[src/sv/bpt_pkg.sv]
// Package for the breakpoint table: sizes, opcodes, transaction structs,
// controller state type and controller/datapath command and status groups.
// No dependencies.
package bpt_pkg;

  localparam int DEPTH = 16;
  localparam int IDX_W = $clog2(DEPTH);
  localparam int CNT_W = 5;

  localparam logic [2:0] OP_INS_FRONT = 3'd0;
  localparam logic [2:0] OP_INS_BACK  = 3'd1;
  localparam logic [2:0] OP_DELETE    = 3'd2;
  localparam logic [2:0] OP_SET_FLAG  = 3'd3;
  localparam logic [2:0] OP_LOOKUP    = 3'd4;
  localparam logic [2:0] OP_CLEAR     = 3'd5;

  typedef struct packed {
    logic [2:0]  opcode;
    logic [31:0] bp_address;
    logic [7:0]  saved_byte;
    logic        new_flag;
  } req_t;

  typedef struct packed {
    logic             success;
    logic [7:0]       found_byte;
    logic             found_active;
    logic [CNT_W-1:0] entry_count;
  } rsp_t;

  typedef enum logic [1:0] {
    ST_IDLE,
    ST_SEARCH,
    ST_EXEC
  } state_t;

  typedef struct packed {
    logic load;    // capture the request transaction
    logic search;  // register the first-match position
    logic exec;    // update the table and load the response register
  } cmd_t;

  typedef struct packed {
    logic rsp_busy;  // response register holds a transaction that is stalled
  } status_t;

endpackage

[src/sv/breakpoint_table.sv]
// Top level of the breakpoint table: joins bpt_ctrl and bpt_datapath.
// Depends on bpt_pkg, bpt_ctrl, bpt_datapath.
//
//   channel   handshake                  payload
//   request   req_valid / req_stall      req (req_t)
//   response  rsp_valid / rsp_stall      rsp (rsp_t)
//
// Each request passes through a search step, which registers the first-match
// position from the parallel address compare, and an execute step, which updates the entry registers.
// A new request is taken in the execute cycle, so back-to-back requests
// overlap one request's execute with the next one's capture while the response register drains.
// Reset empties the table (count zero) and clears the response valid.
// A stalled response holds the next request in execute until it is taken.
module breakpoint_table import bpt_pkg::*; (
  input  logic clk,
  input  logic rst,
  input  logic req_valid,
  output logic req_stall,
  input  req_t req,
  output logic rsp_valid,
  input  logic rsp_stall,
  output rsp_t rsp
);

  cmd_t    cmd;
  status_t status;

  bpt_ctrl u_ctrl (
    .clk       (clk),
    .rst       (rst),
    .req_valid (req_valid),
    .req_stall (req_stall),
    .status    (status),
    .cmd       (cmd)
  );

  bpt_datapath u_datapath (
    .clk       (clk),
    .rst       (rst),
    .req       (req),
    .cmd       (cmd),
    .status    (status),
    .rsp_valid (rsp_valid),
    .rsp_stall (rsp_stall),
    .rsp       (rsp)
  );

endmodule

[src/sv/bpt_ctrl.sv]
// Controller for the breakpoint table: idle / search / execute sequencing.
// Depends on bpt_pkg.
module bpt_ctrl import bpt_pkg::*; (
  input  logic    clk,
  input  logic    rst,
  input  logic    req_valid,
  output logic    req_stall,
  input  status_t status,
  output cmd_t    cmd
);

  state_t state;
  state_t state_next;
  logic   take;

  always_ff @(posedge clk) begin
    if (rst) begin
      state <= ST_IDLE;
    end else begin
      state <= state_next;
    end
  end

  always_comb begin
    state_next = state;
    cmd        = '0;
    req_stall  = 1'b1;
    take       = 1'b0;
    case (state)
      ST_IDLE: begin
        req_stall = 1'b0;
        take      = req_valid;
      end
      ST_SEARCH: begin
        cmd.search = 1'b1;
        state_next = ST_EXEC;
      end
      ST_EXEC: begin
        // hold until the response register can take the result
        if (!status.rsp_busy) begin
          cmd.exec   = 1'b1;
          req_stall  = 1'b0;
          take       = req_valid;
          state_next = ST_IDLE;
        end
      end
      default: begin
        state_next = ST_IDLE;
      end
    endcase
    if (take) begin
      cmd.load   = 1'b1;
      state_next = ST_SEARCH;
    end
  end

  assert property (@(posedge clk) disable iff (rst)
    cmd.exec |-> $past(state) == ST_SEARCH || $past(state) == ST_EXEC)
    else $error("execute without a preceding search");

  assert property (@(posedge clk) disable iff (rst)
    cmd.load |=> state == ST_SEARCH)
    else $error("accepted request did not start a search");

  assert property (@(posedge clk) disable iff (rst)
    (cmd.exec && status.rsp_busy) == 1'b0)
    else $error("execute while response register is stalled");

endmodule

[src/sv/bpt_datapath.sv]
// Datapath for the breakpoint table: request register, entry registers,
// parallel address compare, shift update and response register. Uses bpt_pkg.
module bpt_datapath import bpt_pkg::*; (
  input  logic    clk,
  input  logic    rst,
  input  req_t    req,
  input  cmd_t    cmd,
  output status_t status,
  output logic    rsp_valid,
  input  logic    rsp_stall,
  output rsp_t    rsp
);

  req_t             cur;
  logic [31:0]      addr_q [DEPTH];
  logic [7:0]       byte_q [DEPTH];
  logic             act_q  [DEPTH];
  logic [31:0]      addr_next [DEPTH];
  logic [7:0]       byte_next [DEPTH];
  logic             act_next  [DEPTH];
  logic [CNT_W-1:0] count;
  logic [CNT_W-1:0] count_next;
  logic [DEPTH-1:0] hit_vec;
  logic [IDX_W-1:0] hit_idx_c;
  logic [IDX_W-1:0] match_idx;
  logic             match_hit;
  logic             not_full;
  rsp_t             rsp_next;

  always_ff @(posedge clk) begin
    if (cmd.load) begin
      cur <= req;
    end
  end

  // first match in list order among occupied positions
  always_comb begin
    hit_idx_c = '0;
    for (int i = 0; i < DEPTH; i++) begin
      hit_vec[i] = (CNT_W'(i) < count) && (addr_q[i] == cur.bp_address);
    end
    for (int i = DEPTH - 1; i >= 0; i--) begin
      if (hit_vec[i]) begin
        hit_idx_c = IDX_W'(i);
      end
    end
  end

  always_ff @(posedge clk) begin
    if (cmd.search) begin
      match_idx <= hit_idx_c;
      match_hit <= |hit_vec;
    end
  end

  assign not_full = count < CNT_W'(DEPTH);

  always_comb begin
    count_next = count;
    rsp_next   = '0;
    for (int i = 0; i < DEPTH; i++) begin
      addr_next[i] = addr_q[i];
      byte_next[i] = byte_q[i];
      act_next[i]  = act_q[i];
    end
    case (cur.opcode)
      OP_INS_FRONT: begin
        if (not_full) begin
          for (int i = 1; i < DEPTH; i++) begin
            addr_next[i] = addr_q[i-1];
            byte_next[i] = byte_q[i-1];
            act_next[i]  = act_q[i-1];
          end
          addr_next[0]     = cur.bp_address;
          byte_next[0]     = cur.saved_byte;
          act_next[0]      = 1'b1;
          count_next       = count + 1'b1;
          rsp_next.success = 1'b1;
        end
      end
      OP_INS_BACK: begin
        if (not_full) begin
          for (int i = 0; i < DEPTH; i++) begin
            if (IDX_W'(i) == count[IDX_W-1:0]) begin
              addr_next[i] = cur.bp_address;
              byte_next[i] = cur.saved_byte;
              act_next[i]  = 1'b1;
            end
          end
          count_next       = count + 1'b1;
          rsp_next.success = 1'b1;
        end
      end
      OP_DELETE: begin
        if (match_hit) begin
          // close the gap: later entries advance one place
          for (int i = 0; i < DEPTH - 1; i++) begin
            if (IDX_W'(i) >= match_idx) begin
              addr_next[i] = addr_q[i+1];
              byte_next[i] = byte_q[i+1];
              act_next[i]  = act_q[i+1];
            end
          end
          count_next       = count - 1'b1;
          rsp_next.success = 1'b1;
        end
      end
      OP_SET_FLAG: begin
        if (match_hit) begin
          act_next[match_idx] = cur.new_flag;
          rsp_next.success    = 1'b1;
        end
      end
      OP_LOOKUP: begin
        if (match_hit) begin
          rsp_next.found_byte   = byte_q[match_idx];
          rsp_next.found_active = act_q[match_idx];
          rsp_next.success      = 1'b1;
        end
      end
      OP_CLEAR: begin
        count_next       = '0;
        rsp_next.success = 1'b1;
      end
      default: begin
      end
    endcase
    rsp_next.entry_count = count_next;
  end

  always_ff @(posedge clk) begin
    if (cmd.exec) begin
      for (int i = 0; i < DEPTH; i++) begin
        addr_q[i] <= addr_next[i];
        byte_q[i] <= byte_next[i];
        act_q[i]  <= act_next[i];
      end
      rsp <= rsp_next;
    end
  end

  always_ff @(posedge clk) begin
    if (rst) begin
      count     <= '0;
      rsp_valid <= 1'b0;
    end else begin
      if (cmd.exec) begin
        count     <= count_next;
        rsp_valid <= 1'b1;
      end else if (!rsp_stall) begin
        rsp_valid <= 1'b0;
      end
    end
  end

  assign status.rsp_busy = rsp_valid && rsp_stall;

  assert property (@(posedge clk) disable iff (rst)
    count <= CNT_W'(DEPTH))
    else $error("entry count above table depth");

  assert property (@(posedge clk) disable iff (rst)
    !$past(cmd.exec) |-> $stable(count) || $past(rst))
    else $error("entry count changed without an execute");

  assert property (@(posedge clk) disable iff (rst)
    cmd.exec |=> rsp.entry_count == count)
    else $error("response count disagrees with table count");

  assert property (@(posedge clk) disable iff (rst)
    $fell(rsp_valid) |-> !$past(rsp_stall))
    else $error("response dropped while stalled");

endmodule

[config.mk]
export PLATFORM = sky130hd
export DESIGN_NAME = breakpoint_table
export DESIGN_NICKNAME = d
export VERILOG_FILES = /design/src/sv/bpt_pkg.sv /design/src/sv/breakpoint_table.sv /design/src/sv/bpt_ctrl.sv /design/src/sv/bpt_datapath.sv
export SDC_FILE = /design/constraint.sdc
export NUM_CORES = 1
export LEC_CHECK = 0
export BUFFER_PORTS_ARGS = -buffer_cell sky130_fd_sc_hd__buf_2
export CAP_MARGIN = 5
export CORE_AREA = 2 2 319 352
export DETAILED_ROUTE_END_ITERATION = 8
export DIE_AREA = 0 0 321 354
export GPL_TIMING_DRIVEN = 0
export PLACE_DENSITY = 0.47
export SLEW_MARGIN = 20
export SYNTH_ARGS = -nofsm -noshare
export SYNTH_HDL_FRONTEND = slang
export SYNTH_SLANG_ARGS = --single-unit
[constraint.sdc]
create_clock -name clk -period 14.8 [get_ports clk]
set_input_delay 2.96 -clock clk [delete_from_list [all_inputs] [get_ports clk]]
set_output_delay 2.96 -clock clk [all_outputs]
set_load 0.03 [all_outputs]
After elaboration in Yosys (flattened, before gate mapping):

Memories as Yosys holds them, arrays and structs flattened.
Cells that the tools add are included.

* bits in registers: 72
* memory bits (writable): 656
* input port bits: 48
* output and inout bits: 17
* logic and storage cells: 280
* memories kept: 3

Memories
* u_datapath.addr_q: words 16, width 32, rd ports 16, clocked after Yosys merged registers in 0, wr ports 16, line bpt_datapath.sv:15 `logic [31:0] addr_q [DEPTH];`
* u_datapath.byte_q: words 16, width 8, rd ports 17, clocked after Yosys merged registers in 0, wr ports 16, line bpt_datapath.sv:16 `logic [7:0] byte_q [DEPTH];`
* u_datapath.act_q: words 16, width 1, rd ports 17, clocked after Yosys merged registers in 0, wr ports 16, line bpt_datapath.sv:17 `logic act_q [DEPTH];`

* add/subtract/negate cells: 2
* $lt $le $gt $ge: 34
* equality and inequality tests: 42
* mux-type cells: 149
* bitwise logic cells: 2
* reduce and logical (&&, ||, !) cells: 31

Operator list (number)
* $pmux W480 S3: 1
* $mux W512: 2
* $mux W32: 31
* $eq A32 B32 Y1: 16
* $mux W480: 1
* $pmux W120 S3: 1
* $mux W128: 2
* $mux W8: 31
* $mux W120: 1
* $pmux W32 S2: 1
* $pmux W15 S4: 1
* $mux W16: 3
* $mux W1: 46
* $lt A4 B5 Y1 const A: 8
* $eq A4 B4 Y1 const A: 8
* $mux W4: 8
* $ge A4 B4 Y1 const A: 7
* $lt A3 B5 Y1 const A: 4
* $logic_and A1 B1 Y1: 18
* $bwmux W16: 1
* $eq A3 B4 Y1 const A: 4
* $ge A3 B4 Y1 const A: 4
* $pmux W8 S2: 1
* $reduce_or A16 Y1: 1
* other kinds (39): 59

Depth between registers and ports, before layout:

Gate-level depths: netlist of the first run.
An unclocked memory read counts as a cell.

* word-level depth: 18
* depth in mapped cells: 11
* mapped depth without buffers: 9

By module:

From an unflattened synthesis of the first run, not the netlist that was laid out.

* cells, all modules: 2904
* area total of the unflattened synthesis: 38468.1 um2

Modules (own cells, without submodules)
* bpt_datapath: instances 1, cells an instance 2892, area an instance 38355.5 um2, sequential area each 21740.9 um2
* bpt_ctrl: instances 1, cells an instance 12, area an instance 112.6 um2, sequential area each 40.0 um2

Worst setup path after synthesis of the first run:

OpenSTA, ideal clock, no wires.

* kind: input to register
* start: in rsp_stall
* end: mem u_datapath.addr_q[1][0], in the netlist u_datapath.addr_q[0][32], enable pin
* arrival: 10.396 ns
* slack: 3.750 ns
* stages: 4
* path buffers: 0
* cells stage by stage: a21oi_2 -> and2_1 -> o21ai_0 -> a2111oi_0

RTL lines
* start, declared: line breakpoint_table.sv:21 `input logic rsp_stall,`
* end, declared: line bpt_datapath.sv:15

Worst setup path after layout of the first run:

* start: in rsp_stall
* end: out req_stall

* longest elaborated chain between the ends: 3

RTL lines
* $logic_and A1 B1 Y1: line bpt_datapath.sv:156 `assign status.rsp_busy = rsp_valid && rsp_stall;`
* $mux W1: line bpt_ctrl.sv:40 `if (!status.rsp_busy) begin`
* $pmux W1 S2: line bpt_ctrl.sv:29 `case (state)`
* end, declared: line breakpoint_table.sv:18 `output logic req_stall,`

No other way between the ends.

==> results.cfg, run 1 <==
[drt]
dr.pass1.iters = 6
drc = 0
routedWlPerCell_um = 45.2
first_iter_violations = 5356
vias = 32556
vias_per_cell = 6.92
wirelength_mm = 213
ant_nets = 0

[power]
vdd_drop_max_mv = 0.0729
leakagePower_uw = 0.0151
p_per_area_nw_per_um2 = 117

[cts]
htreeDepth = 3
clockRootBuffer = clkbuf_16
insertion_delay_ns = 0.70
cts_buffers = 87
clock_path_buffers = 3
clk_pin_slew_worst_paths_ns = 0.06
post_cts_buffers = 0
cts_resized = 0
cts.sinks = 728
holdBufCountCts = 0
tritoncts = yes

[sta]
slew_headroom_pct = 11.3
hold_viol_final = 0
tns_ns = 0
slew_viol_final = 0
rsz0062_at_grt = false
fin_skew_ns = 0.0272
layout_min_cycle_time_ns = 6.59
tightest_slew_ns = 1.33
fmax_mhz = 152
setup_viol = 0
fin_crit_sh_pct = 44.5

[yosys]
synth_top_area_share_pct = 56.5
synth_top_flop_cell = edfxtp_1
synth_common_cells = 720 x edfxtp_1, 560 x a221o_1, 300 x xor2_1, 242 x clkbuf_1, 212 x xnor2_1
synth_area_um2 = 38300
synth_nets = 2992
synth.most_common_cell = edfxtp_1
async_flop_share_pct = 0
synth_warnings = 0
yosys-top-cells-area = edfxtp_1 56%, a221o_1 15%, xor2_1 6.9%
avgSynthCellArea_um2 = 13.0
synth_seq_cells = 728
synth.yosys.seq_area_share_pct = 56.9
ys_types = 60
synth_top_area_cell = edfxtp_1
synthCells = 2940
synth_edf_count = 720

[final_layout]
nNetsFinal = 3254
design_area_um2 = 44400
drive_gt1_share_pct = 14.5
area_growth_pct = 15.9

[die]
die_w_um = 321
pin_count = 65
floorplan.rows = 128
core_um2 = 110000
die_area_um2 = 114000
start_util_pct = 34.7
die_height_um = 354

[worst_setup_path]
cp.arrival_ns = 3.63
critPathMaxFanout = 3
endpoint = req_stall
cp_cell_sequence = buf_2 -> a31oi_1 -> inv_1 -> buf_2
worstPathRequired_ns = 11.84
critPathLaunch = rsp_stall
rr_endpoint = u_datapath.addr_q[5][9]
r2r_setup_slack_ns = 9.63
crit_top_cell = buf_2
critical_path_class = in2out
rr_worst_depth = 13
cpPeakStageDelay_ns = 0.29
crit_path_top_delay_cell = a31oi_1
r2r-start = u_datapath.cur[43]
cp-start-kind = input port
worst_setup_path_end_kind = output pin

[place]
dp_hpwl_mm = 162
dpl_cell_area_um2 = 41500
routabilityCongestion = 0.996
portBuffers = 63

[job]
max_cap_viol_count = 0

[global_routing]
antenna_found_initial = 5
track_usage_pct = 36.6
grt_pass1_vias = 31439
overflow = 0
grt_pass1_wl_mm = 282
grt_start_max_net_pins = 40

[min_path]
min_path_type = reg2reg

[run_status]
outcome = completed
metrics by stage:
stage	hold slack [ns]	utilization (%)	total power (uW)	setup WS, ns	instances
after detailed placement	0.484	37.7	2970	8.11	4542
after CTS	0.486	40.3	5180	8.20	4701
final	0.499	40.3	5210	8.21	4707
after floorplan	0.448	-	2680	3.75	2940
after global routing	0.525	40.3	5280	8.18	4702
after global placement	0.462	36.7	2970	-6.71	4433
logic make-up after synthesis:
| family | after synthesis | share of synthesized area [%] |
|---|---|---|
| AO/OA/AOI/OAI | 781 | 18.4 |
| flip-flops | 728 | 56.9 |
| AND/OR/NAND/NOR | 524 | 6.85 |
| XOR/XNOR | 512 | 11.7 |
| buffers and inverters | 343 | 3.85 |
| multiplexers | 48 | 2.14 |
| adder cells (fa/ha/maj) | 4 | 0.131 |
routing by layer:
layer | share of wire [%] | vias up | GRT usage (%) | wire length (um)
li1 | - | 12397 | - | -
met1 | 37 | 16710 | 45.4 | 78400
met2 | 45 | 2768 | 57.5 | 96400
met3 | 10 | 673 | 8.21 | 22300
met4 | 7.4 | 8 | 23.4 | 15800
met5 | 0.028 | - | 0 | 59
state kept, by name, indices dropped and copies added (netlist names):
register and flops:
u_datapath.byte_q 128, u_datapath.rsp 15, u_datapath.act_q 16, u_datapath.match_hit 1
u_ctrl.state 2, u_datapath.count 5, u_datapath.addr_q 512, u_datapath.rsp_valid 1
u_datapath.match_idx 4, u_datapath.cur 44
power by group:
part | leakage (uW) | total (uW) | switching (uW) | internal [uW]
combinational | 0.00715 | 632 | 447 | 186
sequential | 0.00660 | 2340 | 28.1 | 2310
clock | 0.00138 | 2240 | 962 | 1280
area by class of cell:
class	count	area [um2]
repair buffers	173	1270
clock buffers	117	2360
multi-input cells	1869	15200
diodes	5	12.5
clock inverters	42	470
plain buffers	333	1510
fillers	10505	65800
inverters	10	37.5
well taps	1430	1790
flip-flops and latches	728	21800
cell usage in the layout (no fill, tap or decap), drive strengths merged, types with 31 or more instances in the layout:
cell type	n
clkbuf	360
a221o	560
nand2	167
xor2	300
nor2	88
nand4	62
clkinv	31
buf	263
xnor2	212
nor3	34
a21o	43
edfxtp	720
and3	41
nor4	82
a21oi	62
critical path, delay by kind of cell:
| family | cells | cell delay, ns |
|---|---|---|
| AOI/OAI and AO/OA | 1 | 0.29 |
| buffers and inverters | 3 | 0.38 |
how the worst min path moves through the flow:
stage | from | endpoint | cells past startpoint
2_1_floorplan | u_ctrl.state[0] | u_ctrl.state[1] | 1
3_3_place_gp | u_ctrl.state[0] | u_ctrl.state[1] | 1
3_5_place_dp | u_ctrl.state[0] | u_ctrl.state[1] | 1
4_1_cts | u_ctrl.state[0] | u_ctrl.state[1] | 1
5_1_grt | u_ctrl.state[0] | u_ctrl.state[1] | 1
6_report | u_ctrl.state[0] | u_ctrl.state[1] | 1
Note: power is estimated with default switching activity, not from simulation.
==> run 2: changes to the inputs <==
==> constraint.sdc (replaced) <==
create_clock -name clk -period 6.8 [get_ports clk]
set_input_delay 1.36 -clock clk [delete_from_list [all_inputs] [get_ports clk]]
set_output_delay 1.36 -clock clk [all_outputs]
set_load 0.03 [all_outputs]
==> results.cfg, run 2 (synthesis gave the netlist of run 1 again) <==
[run_status]
outcome = completed

[worst_setup_path]
r2r_setup_slack_ns = 1.66
critical_path_class = reg2reg
cp.arrival_ns = 5.59
critPathMaxFanout = 10
worstPathRequired_ns = 7.25
cp-start-kind = register
rr_endpoint = u_datapath.addr_q[4][46]
rr_worst_depth = 12
worst_setup_path_end_kind = register
r2r-start = u_datapath.cur[43]

[sta]
rsz0062_at_grt = false
tightest_slew_ns = 1.34
timing.final.ws_setup_ns = 1.66
fmax_mhz = 195
hold_viol_final = 0
layout_min_cycle_time_ns = 5.14
fin_crit_sh_pct = 75.6
setup_viol = 0
fin_skew_ns = 0.0417
slew_viol_final = 0
slew_headroom_pct = 10.9

[cts]
post_cts_buffers = 0
cts_buffers = 88
clockRootBuffer = clkbuf_16
htreeDepth = 3
holdBufCountCts = 0
clock_path_buffers = 3
cts.sinks = 728
cts_resized = 0
clk_pin_slew_worst_paths_ns = 0.06
insertion_delay_ns = 0.70
tritoncts = yes

[die]
die_height_um = 354
core_um2 = 110000
floorplan.rows = 128
die_w_um = 321
die_area_um2 = 114000
start_util_pct = 34.7
pin_count = 65

[min_path]
holdPathStages = 1
min_path_type = reg2reg
hold_end = u_ctrl.state[1]
worstHoldStart = u_ctrl.state[0]

[place]
routabilityCongestion = 1.02
dp_hpwl_mm = 163
portBuffers = 63
place_ws_ns = 1.82

[power]
internal_power_uw = 7940
power_frac_comb_pct = 12.6
leakagePower_uw = 0.0150
vdd_drop_max_mv = 0.167
swShare_pct = 28.3
p_per_area_nw_per_um2 = 250
p_clk_share_pct = 41.5
seq_power_share_pct = 45.9
netSwitchingPower_uw = 3130

[drt]
dr.pass1.iters = 6
vias_per_cell = 6.92
vias = 32505
routedWlPerCell_um = 45.7
first_iter_violations = 5595
drc = 0
ant_nets = 0
wirelength_mm = 214

[global_routing]
grt_start_max_net_pins = 39
grt_pass1_vias = 31370
antenna_found_initial = 10
overflow = 0
track_usage_pct = 36.8
grt_pass1_wl_mm = 283

[final_layout]
reg_top3 = u_datapath.addr_q x512, u_datapath.byte_q x128, u_datapath.cur x44
nNetsFinal = 3249
final_common_cell = edfxtp_1
drive_gt1_share_pct = 14.2
regMostFlops = u_datapath.addr_q
mostFrequentLayoutCells = 720 x edfxtp_1, 560 x a221o_1, 300 x xor2_1
area_growth_pct = 15.5
largest_register_ffs = 512
final_core_util_pct = 40.1

[job]
max_cap_viol_count = 0
run 2: power groups by stage:
stage	sequential [uW]	combinational [uW]	clock (uW)
2_1_floorplan	5160	684	0
3_3_place_gp	5190	1270	0
3_5_place_dp	5180	1310	0
4_1_cts	5080	1320	4590
5_1_grt	5090	1390	4750
6_report	5080	1390	4590
run 2: worst max-delay path by stage:
stage / startpoint / to / slack [ns]
after floorplan: rsp_stall / u_datapath.addr_q[1][0] / -0.02
after global placement: rsp_stall / u_datapath.addr_q[1][3] / -5.54
after detailed placement: u_datapath.cur[43] / u_datapath.addr_q[4][35] / 1.82
after CTS: u_datapath.cur[43] / u_datapath.addr_q[2][15] / 1.81
after global routing: u_datapath.cur[43] / u_datapath.addr_q[4][46] / 1.54
final: u_datapath.cur[43] / u_datapath.addr_q[4][46] / 1.66
run 2: layout make-up:
cell class | instances | area [um2]
antenna | 2 | 5.00
buffer | 333 | 1500
clock buffer | 108 | 2300
clock inverter | 49 | 327
fill | 10452 | 66000
inverter | 10 | 37.5
multi-input combinational | 1869 | 15200
sequential | 728 | 21800
tap | 1430 | 1790
timing repair buffer | 167 | 1290
run 2: per-layer routing:
layer,global-route usage [%],vias to the layer above,part of all wire [%]
li1,-,12365,-
met1,46.1,16769,37
met2,57.8,2736,45
met3,8.78,619,11
met4,22.0,16,7.0
met5,0,-,0.048
run 2: stage by stage:
step / instance area (um2) / total power, uW / hold slack (ns) / cells / TNS, ns
2_1_floorplan: 38300 / 5840 / 0.448 / 2940 / -0.908
3_5_place_dp: 41600 / 6490 / 0.482 / 4537 / 0
3_3_place_gp: 40400 / 6460 / 0.467 / 4433 / -2416.84
6_report: 44200 / 11100 / 0.497 / 4696 / 0
4_1_cts: 44200 / 11000 / 0.493 / 4694 / 0
5_1_grt: 44200 / 11200 / 0.532 / 4694 / 0
run 2: critical path, cell delays in order, from the launching register on:
cell,delay [ns]
edfxtp_1,0.49
nor2_1,0.85
clkbuf_1,0.98
nand2_1,0.16
nand2_1,0.30
or2_2,0.21
clkbuf_1,0.64
nor3_2,0.33
buf_6,0.24
buf_6,0.15
buf_4,0.20
buf_4,0.18
buf_4,0.17
